$ cat src/hw/rtl/rtfi_pkg.sv
// Shared types and constants for the route table find-or-insert block.
// Depends on nothing; used by rtfi_table_mem and route_table_find_or_insert.
package rtfi_pkg;

  localparam int TABLE_SLOTS_DEF = 16;

  localparam int ENTRY_W = 31;
  localparam int KEY_W   = 23;
  localparam int AMT_W   = 8;
  localparam int SLOT_W  = 6;
  localparam int COUNT_W = 7;

  localparam logic [1:0] MODE_ADD    = 2'd0;
  localparam logic [1:0] MODE_REMOVE = 2'd1;
  localparam logic [1:0] MODE_FIND   = 2'd2;

  typedef logic [ENTRY_W-1:0] entry_t;

endpackage

$ cat src/hw/rtl/route_table_find_or_insert.sv
// Top level of the route table: add/update, remove and find over a slot table.
// Depends on rtfi_pkg and rtfi_table_mem.
//
//  channel  | handshake           | payload
//  ---------+---------------------+---------------------------------------------
//  input    | start / busy        | in_mode, in_source_type, in_source_index,
//           |                     | in_dest_controller, in_dest_channel,
//           |                     | in_route_amount, in_slot_to_clear
//  result   | out_valid (strobe)  | out_success, out_slot_index, out_used_count
//
// Add and find walk the table once through the memory read port, one slot per
// cycle. Remove reads the cleared slot once. Reset is synchronous: per-slot
// valid flags empty the table. The result strobe lasts one cycle; busy drops
// as it is produced, so the next transaction may be accepted while the result
// is on the ports.
module route_table_find_or_insert #(
  parameter int TABLE_SLOTS = rtfi_pkg::TABLE_SLOTS_DEF
) (
  input  logic                        clk,
  input  logic                        rst_n,
  input  logic                        start,
  output logic                        busy,
  input  logic [1:0]                  in_mode,
  input  logic [3:0]                  in_source_type,
  input  logic [7:0]                  in_source_index,
  input  logic [6:0]                  in_dest_controller,
  input  logic [3:0]                  in_dest_channel,
  input  logic signed [7:0]           in_route_amount,
  input  logic [5:0]                  in_slot_to_clear,
  output logic                        out_valid,
  output logic                        out_success,
  output logic [rtfi_pkg::SLOT_W-1:0] out_slot_index,
  output logic [rtfi_pkg::COUNT_W-1:0] out_used_count
);
  import rtfi_pkg::*;

  localparam int AW = (TABLE_SLOTS > 1) ? $clog2(TABLE_SLOTS) : 1;
  localparam int CW = $clog2(TABLE_SLOTS + 1);

  typedef enum logic [2:0] {
    ST_IDLE,
    ST_SCAN,
    ST_RM_WAIT,
    ST_FINISH
  } state_t;

  state_t             state_r;
  logic [1:0]         mode_r;
  logic [KEY_W-1:0]   key_r;
  logic [AMT_W-1:0]   amt_r;
  logic [AW-1:0]      rm_slot_r;
  logic [CW-1:0]      rd_idx_r;
  logic [AW-1:0]      chk_idx_r;
  logic               chk_vld_r;
  logic               match_found_r;
  logic               match_used_r;
  logic [AW-1:0]      match_idx_r;
  logic               empty_found_r;
  logic [AW-1:0]      empty_idx_r;
  logic [COUNT_W-1:0] count_r;
  logic               out_valid_r;
  logic               out_success_r;
  logic [SLOT_W-1:0]  out_slot_r;
  logic [COUNT_W-1:0] out_count_r;

  logic               issuing;
  logic               rm_in_range;
  logic               key_hit;
  logic               entry_empty;
  logic               add_ok;
  logic [AW-1:0]      add_idx;
  entry_t             new_entry;
  logic               new_used;
  logic [COUNT_W-1:0] add_count_nxt;
  logic               mem_we;
  logic [AW-1:0]      mem_waddr;
  entry_t             mem_wdata;
  logic [AW-1:0]      mem_raddr;
  entry_t             mem_rdata;

  rtfi_table_mem #(
    .DEPTH (TABLE_SLOTS),
    .AW    (AW)
  ) u_mem (
    .clk   (clk),
    .rst_n (rst_n),
    .we    (mem_we),
    .waddr (mem_waddr),
    .wdata (mem_wdata),
    .raddr (mem_raddr),
    .rdata (mem_rdata)
  );

  assign issuing     = (state_r == ST_SCAN) && (rd_idx_r < CW'(TABLE_SLOTS));
  assign rm_in_range = ({1'b0, in_slot_to_clear} < 7'(TABLE_SLOTS));
  assign key_hit     = (mem_rdata[ENTRY_W-1:AMT_W] == key_r);
  assign entry_empty = (mem_rdata == '0);
  assign new_entry   = {key_r, amt_r};
  assign new_used    = (new_entry != '0);
  assign add_ok      = match_found_r || empty_found_r;
  assign add_idx     = match_found_r ? match_idx_r : empty_idx_r;

  // A new key always lands in an empty slot and is never all zero, because an
  // all-zero key would have matched that empty slot.
  always_comb begin
    if (match_found_r) begin
      add_count_nxt = count_r + COUNT_W'(new_used) - COUNT_W'(match_used_r);
    end else if (empty_found_r) begin
      add_count_nxt = count_r + COUNT_W'(1);
    end else begin
      add_count_nxt = count_r;
    end
  end

  always_comb begin
    mem_raddr = rd_idx_r[AW-1:0];
    if (state_r == ST_IDLE) begin
      mem_raddr = in_slot_to_clear[AW-1:0];
    end
  end

  always_comb begin
    mem_we    = 1'b0;
    mem_waddr = add_idx;
    mem_wdata = new_entry;
    unique case (state_r)
      ST_FINISH: begin
        mem_we = (mode_r == MODE_ADD) && add_ok;
      end
      ST_RM_WAIT: begin
        mem_we    = 1'b1;
        mem_waddr = rm_slot_r;
        mem_wdata = '0;
      end
      default: begin
        mem_we = 1'b0;
      end
    endcase
  end

  always_ff @(posedge clk) begin
    if (!rst_n) begin
      state_r       <= ST_IDLE;
      count_r       <= '0;
      out_valid_r   <= 1'b0;
      out_success_r <= 1'b0;
      out_slot_r    <= '0;
      out_count_r   <= '0;
      chk_vld_r     <= 1'b0;
      match_found_r <= 1'b0;
      empty_found_r <= 1'b0;
    end else begin
      out_valid_r <= 1'b0;
      unique case (state_r)
        ST_IDLE: begin
          if (start) begin
            mode_r        <= in_mode;
            key_r         <= {in_source_type, in_source_index, in_dest_controller,
                              in_dest_channel};
            amt_r         <= in_route_amount;
            rm_slot_r     <= in_slot_to_clear[AW-1:0];
            rd_idx_r      <= '0;
            chk_vld_r     <= 1'b0;
            match_found_r <= 1'b0;
            empty_found_r <= 1'b0;
            if (in_mode == MODE_ADD || in_mode == MODE_FIND) begin
              state_r <= ST_SCAN;
            end else if (in_mode == MODE_REMOVE && rm_in_range) begin
              state_r <= ST_RM_WAIT;
            end else begin
              state_r <= ST_FINISH;
            end
          end
        end
        ST_SCAN: begin
          // Reads are issued one slot ahead of the compare on the returned data.
          if (issuing) begin
            rd_idx_r <= rd_idx_r + CW'(1);
          end
          chk_vld_r <= issuing;
          chk_idx_r <= rd_idx_r[AW-1:0];
          if (chk_vld_r) begin
            if (!match_found_r && key_hit) begin
              match_found_r <= 1'b1;
              match_idx_r   <= chk_idx_r;
              match_used_r  <= !entry_empty;
            end
            if (!empty_found_r && entry_empty) begin
              empty_found_r <= 1'b1;
              empty_idx_r   <= chk_idx_r;
            end
            if (chk_idx_r == AW'(TABLE_SLOTS - 1)) begin
              state_r <= ST_FINISH;
            end
          end
        end
        ST_RM_WAIT: begin
          if (!entry_empty) begin
            count_r     <= count_r - COUNT_W'(1);
            out_count_r <= count_r - COUNT_W'(1);
          end else begin
            out_count_r <= count_r;
          end
          out_valid_r   <= 1'b1;
          out_success_r <= 1'b0;
          out_slot_r    <= '0;
          state_r       <= ST_IDLE;
        end
        ST_FINISH: begin
          out_valid_r <= 1'b1;
          if (mode_r == MODE_ADD) begin
            count_r       <= add_count_nxt;
            out_count_r   <= add_count_nxt;
            out_success_r <= add_ok;
            out_slot_r    <= add_ok ? SLOT_W'(add_idx) : '0;
          end else if (mode_r == MODE_FIND) begin
            out_count_r   <= count_r;
            out_success_r <= match_found_r;
            out_slot_r    <= match_found_r ? SLOT_W'(match_idx_r) : '0;
          end else begin
            out_count_r   <= count_r;
            out_success_r <= 1'b0;
            out_slot_r    <= '0;
          end
          state_r <= ST_IDLE;
        end
        default: begin
          state_r <= ST_IDLE;
        end
      endcase
    end
  end

  assign busy           = (state_r != ST_IDLE);
  assign out_valid      = out_valid_r;
  assign out_success    = out_success_r;
  assign out_slot_index = out_slot_r;
  assign out_used_count = out_count_r;

endmodule

$ cat src/hw/rtl/rtfi_table_mem.sv
// Synchronous route table memory with one write and one registered read port.
// Per-entry valid flags make never-written entries read as empty after reset.
// Depends on rtfi_pkg.
module rtfi_table_mem #(
  parameter int DEPTH = rtfi_pkg::TABLE_SLOTS_DEF,
  parameter int AW    = 4
) (
  input  logic                 clk,
  input  logic                 rst_n,
  input  logic                 we,
  input  logic [AW-1:0]        waddr,
  input  rtfi_pkg::entry_t     wdata,
  input  logic [AW-1:0]        raddr,
  output rtfi_pkg::entry_t     rdata
);
  import rtfi_pkg::*;

  entry_t           mem [DEPTH];
  logic [DEPTH-1:0] valid_r;
  entry_t           q_r;
  logic             q_valid_r;

  always_ff @(posedge clk) begin
    if (we) begin
      mem[waddr] <= wdata;
    end
    q_r <= mem[raddr];
  end

  always_ff @(posedge clk) begin
    if (!rst_n) begin
      valid_r   <= '0;
      q_valid_r <= 1'b0;
    end else begin
      if (we) begin
        valid_r[waddr] <= 1'b1;
      end
      q_valid_r <= valid_r[raddr];
    end
  end

  assign rdata = q_valid_r ? q_r : '0;

endmodule
$ cat config.mk
export PLATFORM = sky130hd
export DESIGN_NAME = route_table_find_or_insert
export DESIGN_NICKNAME = d
export VERILOG_FILES = /design/src/hw/rtl/rtfi_pkg.sv /design/src/hw/rtl/route_table_find_or_insert.sv /design/src/hw/rtl/rtfi_table_mem.sv
export SDC_FILE = /design/constraint.sdc
export NUM_CORES = 1
export LEC_CHECK = 0
export ABC_AREA = 1
export BUFFER_PORTS_ARGS = -buffer_cell sky130_fd_sc_hd__buf_2
export CAP_MARGIN = 20
export CORE_UTILIZATION = 35
export DETAILED_ROUTE_END_ITERATION = 10
export GPL_ROUTABILITY_DRIVEN = 1
export PLACE_DENSITY_LB_ADDON = 0.12
export SLEW_MARGIN = 20
export SYNTH_ARGS = -nofsm -noshare
export SYNTH_HDL_FRONTEND = slang
export SYNTH_SLANG_ARGS = --single-unit
$ cat constraint.sdc
create_clock -name clk -period 3.8 [get_ports clk]
set_input_delay 0.57 -clock clk [delete_from_list [all_inputs] [get_ports clk]]
set_output_delay 0.57 -clock clk [all_outputs]
set_load 0.05 [all_outputs]
Word-level counts from Yosys, hierarchy flattened
Memories as Yosys holds them, arrays and structs flattened. A register that Yosys moved wholly into a read port is not among the register bits.
Index checks and enable logic that the tools add are counted.

storage, ports and cells
  output and inout bits = 16
  flip-flop bits (word level) = 93
  memories kept = 1
  bits in writable memories = 496

memory list
  name       depth  width  rd ports  clocked after Yosys merged registers in  write ports  RTL line              source
  u_mem.mem  16     31     1         1                                        1            rtfi_table_mem.sv:18  entry_t mem [DEPTH];

operators by class
  multiplexer cells = 43
  equal/unequal tests = 17
  $lt $le $gt $ge = 5
  bitwise gates (word level) = 1
  $add $sub $neg = 5
  reduce and logical (&&, ||, !) cells = 30

operator list
  kind                 number
  $mux 31              2
  $logic_not 31->1     1
  $reduce_bool 31->1   1
  $mux 4               7
  $mux 7               4
  $reduce_and 4->1     6
  $eq 23x23->1         1
  $or 16x16->16        1
  $pmux 7 s2           1
  $mux 1               13
  $pmux 6 s2           1
  $lt 4x5->1 const B   2
  $mux 5               2
  $ne 2x2->1 const B   5
  $pmux 1 s2           5
  $pmux 5 s2           1
  $mux 3               3
  $add 7x1->7          1
  $add 7x1->7 const B  1
  $sub 7x1->7          1
  $sub 7x1->7 const B  1
  $eq 3x2->1 const B   2
  $logic_and 1x1->1    6
  $lt 6x5->1 const B   1
  other kinds (22)     32

Longest topological paths before layout
  depth after elaboration = 7
  mapped depth = 16
  depth with buffers taken out = 16

Cells and area by module
A second synthesis with hierarchy kept.

second synthesis, totals
  cells, all modules = 2218
  area, all modules = 25374.3 sq um

modules (own cells, without submodules)
  module                      area each (sq um)  cells an instance  times used  sequential area each (sq um)
  rtfi_table_mem              21131.5            1666               1           15855.2
  route_table_find_or_insert  4242.8             552                1           2011.9

Least setup slack after synthesis
OpenSTA, ideal clock, no wires.

  kind = input to register
  start = input port rst_n
  end = register amt_r[0] (enable)
  arrival time = 2.710 ns
  required time = 3.369 ns
  stages on the path = 4
  path buffers = 2
  setup slack = 0.659 ns
  setup time = 0.431 ns
  cell sequence = clkbuf_1 inv_1 clkbuf_1 nor2_1

between the ends
  longest elaborated chain between the ends = 1

ends and longest elaborated chain
  what                               RTL line                           source
  from (decl)                        route_table_find_or_insert.sv:20   input logic rst_n,
  $reduce_and 3->1 (no source line)  -
  to (signal assigned)               route_table_find_or_insert.sv:160  amt_r <= in_route_amount;
  to (decl)                          route_table_find_or_insert.sv:50   logic [AMT_W-1:0] amt_r;

No other way between the ends.
A chain may end at the register's enable or synchronous reset.

Worst setup path after layout
  start = register key_r[6]
  end = register out_count_r[6], in the netlist out_used_count[6]

between the ends
  longest elaborated chain between the ends = 6

ends and longest elaborated chain
  what                    RTL line                           source
  from (decl)             route_table_find_or_insert.sv:49   logic [KEY_W-1:0] key_r;
  from (signal assigned)  route_table_find_or_insert.sv:158  key_r <= {in_source_type, in_source_index, in_dest_controller,
  $reduce_bool 31->1      route_table_find_or_insert.sv:99   assign new_used = (new_entry != '0);
  $add 7x1->7             route_table_find_or_insert.sv:107  add_count_nxt = count_r + COUNT_W'(new_used) - COUNT_W'(match_used_r);
  $sub 7x1->7             route_table_find_or_insert.sv:107
  $mux 7                  route_table_find_or_insert.sv:106  if (match_found_r) begin
  $mux 7                  -
  $pmux 7 s2              -
  to (signal assigned)    route_table_find_or_insert.sv:200  out_count_r <= count_r - COUNT_W'(1);
  to (signal assigned)    route_table_find_or_insert.sv:202  out_count_r <= count_r;
  to (signal assigned)    route_table_find_or_insert.sv:213  out_count_r <= add_count_nxt;
  to (decl)               route_table_find_or_insert.sv:64   logic [COUNT_W-1:0] out_count_r;

No other way between the ends. The select of a mux whose other input is x is not followed.

==> results.md <==
- Detail Placement HPWL: ~40 mm
- Worst-path maximum fanout: 3
- Clock Sinks: just over 600
- Initial core utilization: 0.3547
- Unrepaired setup endpoints after global routing: no
- YS warnings: 0
- Class of the worst hold path: primary input to register
- Clk slew on worst S/H paths: 60 ps
- Slew HR: 0.3132
- Skew-Pair Late Insertion Delay: around 600 ps
- Router iterations before antenna repair: 5
- Via count: approximately 16k
- Num rows: 98
- Layout Area Growth over Synthesis: 15.18%
- Avg Cell Area, Syn: between 10 and 15 µm²
- Final Setup Violations: 0
- Cells after Synth: roughly 2.1k
- Commonest non-fill, non-tap cell in the layout: edfxtp_1
- Largest net degree at the start of global routing: around 130
- FMAX: roughly 310 MHz
- Worst Setup Start Kind: register
- Hold path start: in_dest_controller[0]
- Die X: ~270 µm
- Critical path class: register to register
- Hold_ws: 149.4 ps
- Worst setup EP type: register
- CTS buffer count: 70
- Worst R2R End: out_used_count[6]
- Hold EP: key_r[4]
- Detail Route Antenna Nets: 0
- Resize count post-CTS: 0
- Root Buffer Master: clkbuf_16
- Worst slew pin tran: around 1000 ps
- Hold Violations, Final: 0
- Tot Pwr: between 20000 and 25000 µW
- Clock share of power: 0.296
- Overall Global Routing Usage: 0.1954
- Switch share: 0.3613
- Yosys reg bits: 617
- Run status: complete, no violations
- DIE HEIGHT: between 200 and 300 µm
- Global-route wire length before repair: approximately 110 mm
- DIE AREA: approximately 74000 µm²
- Fin nets: about 2.2k
- Sequential Power Share: 0.389
- Final Max Slew Viols: 0
- Layout fillers: between 6k and 7k
- Fin Setup TNS: 0 ps
- Comb power frac: 0.314
- IO Port Bufs: 55
- Vias per cell: ~5.1
- Number of top-level pins: 58
- Placer Congestion: between 0.8 and 0.9
- Worst reg2reg path depth: 16
- Max-cap violations: 0
- Post-route cell area: between 20000 and 30000 µm²
- Critical Path RT: ~4300 ps
- Synth Cell Area: 25400 µm²
- Core area: roughly 72000 µm²
- Clock skew: roughly 18 ps
- DRC viols: 0
- Most frequent cells in the layout: 551 x edfxtp_1, 280 x nand2_1, 247 x nor2_1
- Power Density: 751.9 nW/µm²
- Leak: 0.01017 µW
- Worst reg-to-reg setup slack: approximately 530 ps
- H-tree levels: 3
- Drt first-iter violations: 1267
- CTS Hold Bufs: 0
- Internal power: approximately 14000 µW
- Worst IR Drop VDD: 1062 µV
- N_diodes: 0
- Worst flop-to-flop path startpoint: key_r[6]
- Placed cell area: 27000 µm²
- Layout cell share with drive strength beyond 1: 0.1244
- Critical Path AT: ~3800 ps
- Register area share after synthesis: 0.7035
- CTS max path bufs: 3
- Net Switching: 7946 µW
- Global route overflow: 0
- Min Tclk post-route: roughly 3300 ps
- Routed wire per std cell: approximately 23 µm
- Fin crit share: 0.8612
- Initial antenna violation count: 1
- Post-CTS Setup Bufs: 0
- Number of global-route vias before repair: ~16k
- Total wire length: approximately 72 mm
- Hold Crit Depth: 1
- Synth cell types: 37
- CTS tree: built
==> layout make-up <==
class	count	area, µm²	area share
clock buffers	100	2008	0.06865
clock inverters	28	212.7	0.007271
inverters	175	659.4	0.02254
multi-input cells	1202	6335	0.2166
flip-flops and latches	617	17870	0.6108
well taps	950	1189	0.04063
repair buffers	104	980.9	0.03353
==> cell usage after synthesis, drive strengths merged <==
cell type / count / share of area
a22oi: 1 / 0.00030
xor2: 7 / 0.0024
nor3: 3 / 0.00079
nand2: 283 / 0.042
buf: 92 / 0.020
conb: 1 / 0.00015
a21boi: 1 / 0.00030
edfxtp: 551 / 0.65
clkinv: 1 / 0.00015
a31oi: 4 / 0.00099
a221oi: 1 / 0.00034
o211ai: 232 / 0.069
fa: 1 / 0.00079
xnor2: 1 / 0.00034
nor2: 261 / 0.040
nand4: 7 / 0.0017
or2: 48 / 0.012
inv: 174 / 0.026
nor4: 8 / 0.0020
clkbuf: 30 / 0.0045
ha: 19 / 0.0094
o21ai: 191 / 0.038
nand3: 96 / 0.019
dfxtp: 66 / 0.052
a21oi: 36 / 0.0071
==> power by group through the flow <==
stage / sequential, µW / combinational, µW / clock, µW
CTS: 8560 / 6990 / 6660
detailed placement: 8700 / 6970 / 0
global route: 8600 / 7690 / 6910
global placement: 8690 / 6950 / 0
finish: 8560 / 6920 / 6510
floorplan: 8620 / 4650 / 0
==> flip-flops by register name, summed over array words and instances (netlist names), 2 cells and up <==
signal,flops
amt_r,8
chk_idx_r,4
empty_idx_r,4
key_r,23
match_idx_r,4
mode_r,2
out_slot_index,4
out_used_count,7
rd_idx_r,5
rm_slot_r,4
state_r,2
u_mem.mem,496
u_mem.q_r,31
u_mem.valid_r,16
==> stage by stage <==
stage / setup WS (ps) / util / cells
2_1_floorplan: 658.5 / - / 2116
3_3_place_gp: 554.9 / 0.3770 / 3045
3_5_place_dp: 569.6 / 0.3771 / 3045
4_1_cts: 535.1 / 0.4081 / 3173
5_1_grt: 347.7 / 0.4085 / 3176
6_report: 527.6 / 0.4085 / 3176
==> worst max path at each step <==
stage                  start                end  slack (ps)  cells past startpoint
global placement    key_r[7]  out_used_count[6]         550                     16
detailed placement  key_r[6]  out_used_count[6]         570                     16
CTS                 key_r[7]  out_used_count[6]         540                     16
global route        key_r[6]  out_used_count[6]         350                     16
floorplan              rst_n           amt_r[0]         660                      4
finish              key_r[6]  out_used_count[6]         530                     16
==> logic make-up after synthesis <==
family	after synthesis	synth area share
other	1	0.0001477
adder cells (fa/ha/maj)	20	0.01015
XOR/XNOR	8	0.002759
flip-flops	617	0.7035
AND/OR/NAND/NOR	706	0.1171
buffers and inverters	297	0.05050
AO/OA/AOI/OAI	466	0.1158
==> per-layer routing <==
metal | GRT usage | vias up | routed length [µm]
met5 | 0 | - | 8
met4 | 0.04908 | 2 | 1215
met2 | 0.3101 | 410 | 33280
met1 | 0.2749 | 8109 | 33920
met3 | 0.03715 | 86 | 4072
li1 | - | 7685 | -
==> worst max-delay path, stage by stage (launching register included) <==
cell and delay [ps]:
edfxtp_1 420, nor4_1 580, nand4_1 230, nor4_1 230, buf_4 180, ha_1 120
inv_1 40, ha_1 210, fa_1 440, nand3_1 110, nand2_1 100, nand3_1 120
nand2_1 70, nand2_1 60, nand3_1 60, a21oi_1 150, nor2_1 60
No activity file was read; power rests on OpenSTA's default activity.
